## src/hw/rtl/wpm_pkg.sv

```systemverilog
// Shared types and constants for the wildcard pattern matcher.
package wpm_pkg;

    localparam int MAX_PATTERN = 64;

    localparam logic [7:0] SYM_STAR = 8'd42;
    localparam logic [7:0] SYM_ANY  = 8'd63;

    typedef enum logic [1:0] {
        REQ_CLEAR   = 2'd0,
        REQ_APPEND  = 2'd1,
        REQ_RESTART = 2'd2,
        REQ_TEXT    = 2'd3
    } req_type_t;

    typedef struct packed {
        logic [1:0] req_type;
        logic [7:0] symbol;
    } in_item_t;

    typedef struct packed {
        logic match;
        logic overflow;
    } out_item_t;

    // Broadcast commands from the control to every cell.
    typedef struct packed {
        logic clear;
        logic append;
        logic reload;
    } cell_ctrl_t;

    // Data handed from one cell to the next during a text sweep.
    typedef struct packed {
        logic tok;
        logic old_bit;
        logic new_bit;
    } link_t;

endpackage

```

## src/hw/rtl/wpm_cell.sv

```systemverilog
// One pattern position: stored symbol, initial and match bits, sweep stage.
module wpm_cell (
    input  logic               aclk,
    input  logic               aresetn,
    input  wpm_pkg::cell_ctrl_t ctrl,
    input  logic [7:0]         sym_in,
    input  logic [7:0]         text_byte,
    input  wpm_pkg::link_t     link_in,
    output wpm_pkg::link_t     link_out,
    input  logic               init_prev,
    output logic               init_out,
    input  logic               filled_prev,
    output logic               filled_out,
    input  logic               filled_next,
    output logic               tail_match,
    output logic               sweep_end
);
    import wpm_pkg::*;

    logic       filled_reg, filled_next_v;
    logic [7:0] sym_reg, sym_next;
    logic       init_reg, init_next;
    logic       match_reg, match_next;
    link_t      link_reg, link_next;
    logic       write_en, hit, star, step_bit, new_init;

    always_comb begin
        write_en = ctrl.append & filled_prev & ~filled_reg;
        hit      = (sym_reg == text_byte) || (sym_reg == SYM_ANY);
        star     = (sym_reg == SYM_STAR);
        new_init = init_prev & (sym_in == SYM_STAR);

        // A star either keeps the previous match or extends the one just made.
        if (hit) begin
            step_bit = link_in.old_bit;
        end else if (star) begin
            step_bit = match_reg | link_in.new_bit;
        end else begin
            step_bit = 1'b0;
        end

        filled_next_v = filled_reg;
        sym_next      = sym_reg;
        init_next     = init_reg;
        match_next    = match_reg;

        if (ctrl.clear) begin
            filled_next_v = 1'b0;
            init_next     = 1'b0;
            match_next    = 1'b0;
        end else if (ctrl.append) begin
            if (write_en) begin
                filled_next_v = 1'b1;
                sym_next      = sym_in;
                init_next     = new_init;
                match_next    = new_init;
            end else begin
                match_next = init_reg;
            end
        end else if (ctrl.reload) begin
            match_next = init_reg;
        end else if (link_in.tok && filled_reg) begin
            match_next = step_bit;
        end

        link_next.tok     = link_in.tok & filled_reg;
        link_next.old_bit = match_reg;
        link_next.new_bit = step_bit;
    end

    always_ff @(posedge aclk) begin
        if (!aresetn) begin
            filled_reg <= 1'b0;
            init_reg   <= 1'b0;
            match_reg  <= 1'b0;
            link_reg   <= '0;
        end else begin
            filled_reg <= filled_next_v;
            init_reg   <= init_next;
            match_reg  <= match_next;
            link_reg   <= link_next;
        end
    end

    always_ff @(posedge aclk) begin
        sym_reg <= sym_next;
    end

    assign link_out   = link_reg;
    assign init_out   = init_reg;
    assign filled_out = filled_reg;
    assign tail_match = filled_reg & ~filled_next & match_reg;
    assign sweep_end  = link_in.tok & ~filled_reg;

endmodule

```

## src/hw/rtl/wildcard_pattern_matcher_top.sv

```systemverilog
// Top level of the wildcard pattern matcher: request control and the cell chain.
//
// The block matches a stream of text bytes against a stored wildcard pattern of up
// to MAX_PATTERN symbols, where '?' matches any one byte and '*' matches any run of
// bytes. Each pattern symbol lives in its own cell of a chain; a cell also holds the
// match bit for the pattern prefix that ends at it. Clear, append and restart
// requests act on every cell at once in the cycle the request is accepted, and
// their result is registered once the output register is free. A text byte is
// handled by a token that walks down the chain one cell per clock, each cell
// combining its neighbour's old and new match bits; it stops at the first empty
// cell or the end of the chain. One request is worked on at a time, but a finished
// result sits in an output register, so the next request is taken while the
// result still waits for the consumer. Appends beyond capacity are dropped and
// raise overflow, which forces match low until the next clear.
module wildcard_pattern_matcher_top (
    input  logic               aclk,
    input  logic               aresetn,
    input  logic               s_valid,
    output logic               s_ready,
    input  wpm_pkg::in_item_t  s_payload,
    output logic               m_valid,
    input  logic               m_ready,
    output wpm_pkg::out_item_t m_payload
);
    import wpm_pkg::*;

    localparam int N = MAX_PATTERN;

    typedef enum logic [2:0] {
        ST_IDLE   = 3'b001,
        ST_SWEEP  = 3'b010,
        ST_RESULT = 3'b100
    } state_t;

    state_t     state_reg, state_next;
    logic       row0_reg, row0_next;
    logic       overflow_reg, overflow_next;
    logic       start_reg, start_next;
    logic       old0_reg;
    logic [7:0] text_byte_reg;
    logic       m_valid_reg, m_valid_next;
    out_item_t  m_payload_reg;

    logic       accept, full, sweep_done, out_free, match_now;
    cell_ctrl_t ctrl;
    link_t      head_link;

    link_t          link_w   [N];
    logic [N-1:0]   filled_w;
    logic [N-1:0]   init_w;
    logic [N-1:0]   tail_w;
    logic [N-1:0]   end_w;

    assign s_ready  = (state_reg == ST_IDLE);
    assign accept   = s_valid & s_ready;
    assign full     = filled_w[N-1];
    assign out_free = ~m_valid_reg | m_ready;

    // Commands that act on all cells in the cycle a request is taken.
    always_comb begin
        ctrl.clear  = accept && (s_payload.req_type == REQ_CLEAR);
        ctrl.append = accept && (s_payload.req_type == REQ_APPEND) && !full;
        ctrl.reload = accept && (s_payload.req_type == REQ_RESTART);
    end

    // The token enters the first cell with the old prefix-zero bit as its neighbour.
    always_comb begin
        head_link.tok     = start_reg;
        head_link.old_bit = old0_reg;
        head_link.new_bit = 1'b0;
    end

    for (genvar i = 0; i < N; i++) begin : g_cell
        logic init_prev_w, filled_prev_w, filled_next_w;
        wpm_pkg::link_t link_in_w;

        if (i == 0) begin : g_first
            assign init_prev_w   = 1'b1;
            assign filled_prev_w = 1'b1;
            assign link_in_w     = head_link;
        end else begin : g_rest
            assign init_prev_w   = init_w[i-1];
            assign filled_prev_w = filled_w[i-1];
            assign link_in_w     = link_w[i-1];
        end

        if (i == N - 1) begin : g_last
            assign filled_next_w = 1'b0;
        end else begin : g_inner
            assign filled_next_w = filled_w[i+1];
        end

        wpm_cell u_cell (
            .aclk        (aclk),
            .aresetn     (aresetn),
            .ctrl        (ctrl),
            .sym_in      (s_payload.symbol),
            .text_byte   (text_byte_reg),
            .link_in     (link_in_w),
            .link_out    (link_w[i]),
            .init_prev   (init_prev_w),
            .init_out    (init_w[i]),
            .filled_prev (filled_prev_w),
            .filled_out  (filled_w[i]),
            .filled_next (filled_next_w),
            .tail_match  (tail_w[i]),
            .sweep_end   (end_w[i])
        );
    end

    // The walk is over once the token meets an empty cell or leaves the last one.
    assign sweep_done = (|end_w) | link_w[N-1].tok;

    // The match bit of the whole pattern is held by the last filled cell; with an
    // empty pattern it is the prefix-zero bit.
    assign match_now = ((|tail_w) | (row0_reg & ~filled_w[0])) & ~overflow_reg;

    always_comb begin
        state_next    = state_reg;
        row0_next     = row0_reg;
        overflow_next = overflow_reg;
        start_next    = 1'b0;
        m_valid_next  = m_valid_reg & ~m_ready;

        case (state_reg)
            ST_IDLE: begin
                if (accept) begin
                    case (s_payload.req_type)
                        REQ_CLEAR: begin
                            row0_next     = 1'b1;
                            overflow_next = 1'b0;
                            state_next    = ST_RESULT;
                        end
                        REQ_APPEND: begin
                            if (full) begin
                                overflow_next = 1'b1;
                            end else begin
                                row0_next = 1'b1;
                            end
                            state_next = ST_RESULT;
                        end
                        REQ_RESTART: begin
                            row0_next  = 1'b1;
                            state_next = ST_RESULT;
                        end
                        default: begin
                            row0_next  = 1'b0;
                            start_next = 1'b1;
                            state_next = ST_SWEEP;
                        end
                    endcase
                end
            end
            ST_SWEEP: begin
                if (sweep_done) begin
                    state_next = ST_RESULT;
                end
            end
            ST_RESULT: begin
                if (out_free) begin
                    m_valid_next = 1'b1;
                    state_next   = ST_IDLE;
                end
            end
            default: begin
                state_next = ST_IDLE;
            end
        endcase
    end

    always_ff @(posedge aclk) begin
        if (!aresetn) begin
            state_reg    <= ST_IDLE;
            row0_reg     <= 1'b1;
            overflow_reg <= 1'b0;
            start_reg    <= 1'b0;
            m_valid_reg  <= 1'b0;
        end else begin
            state_reg    <= state_next;
            row0_reg     <= row0_next;
            overflow_reg <= overflow_next;
            start_reg    <= start_next;
            m_valid_reg  <= m_valid_next;
        end
    end

    always_ff @(posedge aclk) begin
        if (accept) begin
            old0_reg      <= row0_reg;
            text_byte_reg <= s_payload.symbol;
        end
        if (state_reg == ST_RESULT && out_free) begin
            m_payload_reg.match    <= match_now;
            m_payload_reg.overflow <= overflow_reg;
        end
    end

    assign m_valid   = m_valid_reg;
    assign m_payload = m_payload_reg;

endmodule
```

## config.mk

```make
export PLATFORM = sky130hd
export DESIGN_NAME = wildcard_pattern_matcher_top
export DESIGN_NICKNAME = d
export VERILOG_FILES = /design/src/hw/rtl/wpm_pkg.sv /design/src/hw/rtl/wpm_cell.sv /design/src/hw/rtl/wildcard_pattern_matcher_top.sv
export SDC_FILE = /design/constraint.sdc
export NUM_CORES = 2
export LEC_CHECK = 0
export BUFFER_PORTS_ARGS = -buffer_cell sky130_fd_sc_hd__buf_4
export CORE_MARGIN = 1.5
export CORE_UTILIZATION = 55
export CTS_CLUSTER_DIAMETER = 100
export CTS_CLUSTER_SIZE = 40
export DETAILED_ROUTE_END_ITERATION = 12
export HOLD_SLACK_MARGIN = 0.12
export PLACE_DENSITY_LB_ADDON = 0.08
export SLEW_MARGIN = 20
export SYNTH_ARGS = -nofsm -noshare
export SYNTH_HDL_FRONTEND = slang
export SYNTH_SLANG_ARGS = --single-unit
```

## constraint.sdc

```tcl
create_clock -name aclk -period 3.2 [get_ports aclk]
set_input_delay 0.16 -clock aclk [delete_from_list [all_inputs] [get_ports aclk]]
set_output_delay 0.16 -clock aclk [all_outputs]
set_load 0.02 [all_outputs]
```

# After elaboration in Yosys (flattened, before gate mapping)
# Index checks and enable logic that the tools add are counted.
op_classes:
  addsub: 0
  mul: 0
  div_mod_pow: 0
  order_cmp: 0
  eq_ne: 203
  n_shift: 0
  mux: 396
  bitwise: 584
  n_reduce_logical: 337
ops:
  columns: ["op", "n"]
  rows:
  - ["8-bit by 6-bit == test with 1-bit output, second input constant", 129]
  - ["8-bit == test", 64]
  - ["1-bit AND", 449]
  - ["1-bit 2-to-1 mux", 389]
  - ["3-bit AND reduction", 67]
  - ["3-bit nonzero test", 64]
  - ["2-bit AND reduction", 64]
  - ["64-bit OR reduction", 2]
  - ["1-bit logical AND", 69]
  - ["1-bit NOT", 69]
  - ["1-bit bitwise OR", 66]
  - ["1-bit logical OR", 64]
  - ["3-bit 2-to-1 mux", 4]
  - ["3-bit case mux with 3 select lines", 1]
  - ["2-bit inequality test, second input constant", 3]
  - ["2-bit by 1-bit inequality test with 1-bit output, second input constant", 2]
  - ["1-bit case mux with 2 select lines", 2]
  - ["4-bit AND reduction", 1]
  - ["2-bit OR reduction", 2]
  - ["3-bit by 1-bit == test with 1-bit output, second input constant", 1]
  - ["3-bit by 2-bit == test with 1-bit output, second input constant", 1]
  - ["3-bit == test, second input constant", 1]
  - ["3-bit OR reduction", 1]
  - ["2-bit by 1-bit == test with 1-bit output, second input constant", 1]
  - ["other kinds (4)", 4]
totals:
  ff_bits: 912
  latchBits: 0
  mem_bits_rw: 0
  romBits: 0
  output_inout_bits: 4
  memories: 0

# Logic depth before layout (Yosys ltp)
depth:
  ltp_word: 8
  depth_mapped: 10
  depth_no_buf: 7

# Modules after synthesis
# Synthesis repeated with hierarchy kept, for this count alone.
hier_totals:
  hier_cells: 4134
  hier_area_um2: 42882.4
modules_own_cells:
  columns: ["mod", "n_inst", "cells_each", "area_per_inst_um2", "seq_area_each_um2"]
  rows:
  - ["wpm_cell", 64, 63, 654.4, 360.3]
  - ["wildcard_pattern_matcher_top", 1, 102, 1002.2, 470.5]

# Worst setup path after synthesis
# OpenSTA, ideal clock, no wires.
synth_timing:
  path_type: "reg-to-reg"
  start: "register state_reg[2]"
  end: "register g_cell[0].u_cell.init_reg"
  setup_time_ps: 128
  arrival_time_ps: 2123
  required_ps: 3072
  slack_ps: 949
  path_stages_with_launch: 9
  n_path_buf: 3
  synth_period_minus_slack_ps: 2251
  path_cell_list: "dfxtp_1 > nand4bb_1 > buf_2 > or4_4 > buf_6 > buf_2 > nor2_1 > mux2i_1 > nor2_1"
synth_via:
  elab_chain_cells: 6
  word_cells_on_any_way: 8
  cone_classes: "eq/ne: 1; mux: 1; bitwise: 2; reduce/logical: 4"
synth_rtl:
  columns: ["item", "line_no", "rtl"]
  rows:
  - ["start: declaration", "wildcard_pattern_matcher_top.sv:35", "state_t state_reg, state_next;"]
  - ["start signal: assignment", "wildcard_pattern_matcher_top.sv:179", "state_reg <= state_next;"]
  - ["3-bit by 1-bit == test with 1-bit output *", "wildcard_pattern_matcher_top.sv:54", "assign s_ready = (state_reg == ST_IDLE);"]
  - ["1-bit AND *", "wildcard_pattern_matcher_top.sv:55", "assign accept = s_valid & s_ready;"]
  - ["1-bit logical AND (2 in a row)", "wildcard_pattern_matcher_top.sv:62", "ctrl.append = accept && (s_payload.req_type == REQ_APPEND) && !full;"]
  - ["1-bit AND", "wpm_cell.sv:28", "write_en = ctrl.append & filled_prev & ~filled_reg;"]
  - ["1-bit 2-to-1 mux", null, null]
  - ["end signal: assignment", "wpm_cell.sv:79", "init_reg <= init_next;"]
  - ["end: declaration", "wpm_cell.sv:22", "logic init_reg, init_next;"]
# Mark *: on every way between the ends. The rest lies on a longest branch, timed or not.
# A chain may end at the register's enable or synchronous reset.

# Worst setup path in the final report
layout_timing:
  start: "register g_cell[56].u_cell.filled_reg"
  end: "register m_payload_reg, in the netlist m_payload[1], data pin"
layout_via:
  elab_chain_cells: 6
  word_cells_on_any_way: 8
  cone_classes: "bitwise: 7; reduce/logical: 1"
layout_rtl:
  columns: ["item", "line_no", "rtl"]
  rows:
  - ["start: declaration", "wpm_cell.sv:20", "logic filled_reg, filled_next_v;"]
  - ["start signal: assignment", "wpm_cell.sv:78", "filled_reg <= filled_next_v;"]
  - ["1-bit NOT", "wpm_cell.sv:92", "assign tail_match = filled_reg & ~filled_next & match_reg;"]
  - ["1-bit AND (2 in a row)", "wpm_cell.sv:92", null]
  - ["64-bit OR reduction *", "wildcard_pattern_matcher_top.sv:116", "assign match_now = ((|tail_w) | (row0_reg & ~filled_w[0])) & ~overflow_reg;"]
  - ["1-bit bitwise OR *", "wildcard_pattern_matcher_top.sv:116", null]
  - ["1-bit AND *", "wildcard_pattern_matcher_top.sv:116", null]
  - ["named net match_now", "wildcard_pattern_matcher_top.sv:44", "logic accept, full, sweep_done, out_free, match_now;"]
  - ["end: declaration", "wildcard_pattern_matcher_top.sv:42", "out_item_t m_payload_reg;"]
# The timed path passes the listed nets; every way through them passes the cells marked *.

==> run_results.csv <==
group,metric,value,unit
sta,worst_pin_slew,1.056,ns
worst_setup_path,rr_worst_depth,6,
global_routing,grt_util_met3,4.128,%
die,core,73080,µm²
global_routing,grt_overflow,0,
sta,relSlewSlack,29.59,%
layout,design_area,43230,µm²
global_routing,grt_pass1_wl,176800,µm
clocking,postCtsSetupBuffers,0,
global_routing,top_usage_layer,"met2",
worst_setup_path,timing.rr.start,"g_cell[56].u_cell.filled_out",
synthesis,yosys.area.top_type,"edfxtp_1",
power,total_power,19.97,mW
die,start_util,55.59,%
placed_design,gp_congestion,0.9187,
routing,wl_per_cell,25.77,µm
sta,drv_slew,0,
synthesis,synth_area_leaders,"edfxtp_1, dfxtp_1, xor2_1",
sta,rsz0062_at_grt,"false",
die,fp.dieArea,75500,µm²
flow_run,drv_cap,0,
global_routing,grt_use_total,31.32,%
global_routing,gr-usage-met2,51.85,%
outcome,status,"complete, but fails checks",
sta,clock_skew,0.03900,ns
sta,fin_tns_setup,0,ns
layout,fill_cells,5930,
routing,route.vias.total,29640,
power,leakage,13.76,nW
sta,finalHoldViolCount,0,
clocking,cts_resized,0,
synthesis,syn_area_per_cell,10.92,µm²
worst_setup_path,crit_required,3.64,ns
hold_path,hold_start,"s_payload[0]",
outcome,violations,"DRC",
synthesis,synth_cell_types,56,
clocking,numCtsBuffers,31,
clocking,clk_pin_slew_worst_paths,0.14,ns
synthesis,synth_top_cell_area_share,38.66,%
synthesis,synth-edff-count,523,
worst_setup_path,arrival,3.53,ns
worst_setup_path,cp-startpoint,"g_cell[56].u_cell.filled_out",
sta,max_freq,0.3226,GHz
global_routing,globalRouteMet1Util,42.71,%
placed_design,io_buffers,17,
synthesis,syn-instance-count,3720,
synthesis,ys.warnings.count,0,
die,die_width,274.8,µm
placed_design,dp_slack,0.2467,ns
sta,finalSetupViolCount,0,
synthesis,async_reset_ff_share,0,%
global_routing,grt_antenna_before_repair,2,
hold_path,hold_depth,2,
layout,area_growth,6.409,%
global_routing,grt_pass1_vias,28360,
worst_setup_path,startpoint_type,"register",
clocking,ctsHtreeMaxLevel,1,
routing,drtIter0Drc,3152,
synthesis,synth-seq-cells,912,
worst_setup_path,worstPathMaxFanout,10,
die,io_pins,18,
synthesis,synth_ff_type,"edfxtp_1",
sta,fin_crit,3.099,ns
layout,layout-drive-gt1-share,6.062,%
layout,multi_input_area,15980,µm²
placed_design,place_area,41950,µm²
clocking,cts_tree,"done",
die,rows,99,
power,peakVddDrop,0.4887,mV
clocking,cts_sinks,912,
synthesis,syn_nets,3734,
routing,viasPerCell,6.368,
routing,drt-total-wl,119900,µm
sta,post-route-period-util,96.86,%
synthesis,synth.cell_area,40620,µm²
worst_setup_path,critical_path_class,"reg -> reg",
power,powerDensity,461.9,nW/µm²
layout,seq_area,23490,µm²
routing,drc,2,
global_routing,grt_max_degree,78,
sta,fin_ws,0.1006,ns
placed_design,hpwlAfterDp,75830,µm
die,die_h,274.8,µm
clocking,cts_root_buf,"clkbuf_16",
clocking,insertion_delay,0.69,ns
layout,largest_register_ffs,512,
synthesis,yosysSeqAreaShare,57.83,%
worst_setup_path,end_kind,"register",
routing,ant_nets,0,
layout,final_util,59.15,%
routing,drtPass1Iterations,9,
clocking,clockBufferDepth,3,
layout,finalNetCount,3685,
hold_path,hp-class,"in -> reg",
[stage by stage]
step,hold slack (ns),instances
global placement,0.4252,4580
global route,0.1515,4655
detailed placement,0.4244,4580
finish,0.1775,4655
floorplan,0.2589,3720
CTS,0.1553,4654
[power by group]
| part | total, mW | switching [mW] | internal, mW |
|---|---|---|---|
| registers | 12.5 | 0.0741 | 12.4 |
| clock network | 5.86 | 3.75 | 2.11 |
| logic | 1.60 | 1.15 | 0.451 |
| total | 20.0 | 4.97 | 15.0 |
[worst paths after layout]
kind / to / slack [ns]
max: m_payload[1] / 0.10
min reg2reg: g_cell[0].u_cell.link_out[2] / 0.48
max reg2reg: m_payload[1] / 0.10
min: g_cell[25].u_cell.sym_reg[0] / 0.18
[cells by family (layout without fill, tap and decap cells)]
kind of cell / count (synthesis) / count (layout) / share of synthesized area [%]
flip-flops: 912 / 912 / 57.83
buffers and inverters: 259 / 234 / 2.895
other: 0 / 1 / 0
AO/OA/AOI/OAI: 794 / 794 / 11.97
AND/OR/NAND/NOR: 1242 / 1242 / 16.24
XOR/XNOR: 512 / 512 / 11.04
multiplexers: 1 / 1 / 0.02464
[metal layers]
metal / up-vias / share of wire, %
met2: 1375 / 47
met1: 14650 / 42
met4: 2 / 3.7
met5: - / 0.010
met3: 264 / 7.8
li1: 13350 / -
[cells in the mapped netlist (all sizes together) (79+ instances only)]
library cell,instances
nor3,108
nor4,131
nand3,170
o21ai,252
clkbuf,122
xor2,512
a21oi,265
buf,79
nor2,351
dfxtp,389
nand2,187
edfxtp,523
[layout make-up]
type,instances,area share (%)
inverter,58,0.5094
tap,959,2.776
multi-input combinational,2549,36.97
timing repair buffer,119,2.831
antenna,1,0.005789
clock inverter,18,0.5528
clock buffer,39,2.009
sequential,912,54.35
[critical path, stage by stage, from the launching register on]
cell       delay [ns]
dfxtp_1          0.56
nand2b_1         0.39
o22ai_1          0.20
a221oi_1         0.86
o2111ai_1        0.44
nor4_1           0.29
a31oi_1          0.11
[cell usage in the layout, fill, tap and decap left out, drive strengths merged, types with 21 or more instances in the layout]
| cell type | n |
|---|---|
| nand2b | 58 |
| nor2b | 44 |
| buf | 102 |
| xor2 | 512 |
| o21ai | 252 |
| nor2 | 351 |
| a21oi | 265 |
| a21boi | 29 |
| o211ai | 24 |
| nor4 | 131 |
| nand3 | 170 |
| inv | 70 |
| dfxtp | 389 |
| a32o | 32 |
| nand4 | 78 |
| clkbuf | 39 |
| nor3 | 108 |
| and2 | 56 |
| nand2 | 187 |
| a221oi | 21 |
| a22oi | 57 |
| edfxtp | 523 |
| and3 | 34 |
| a21o | 32 |
[repair_timing]
action	CTS	global route
endpoints found under the setup margin	0	0
hold buffers	17	0
endpoints found under the hold margin	127	0
Note: power is estimated with default switching activity, not from simulation.
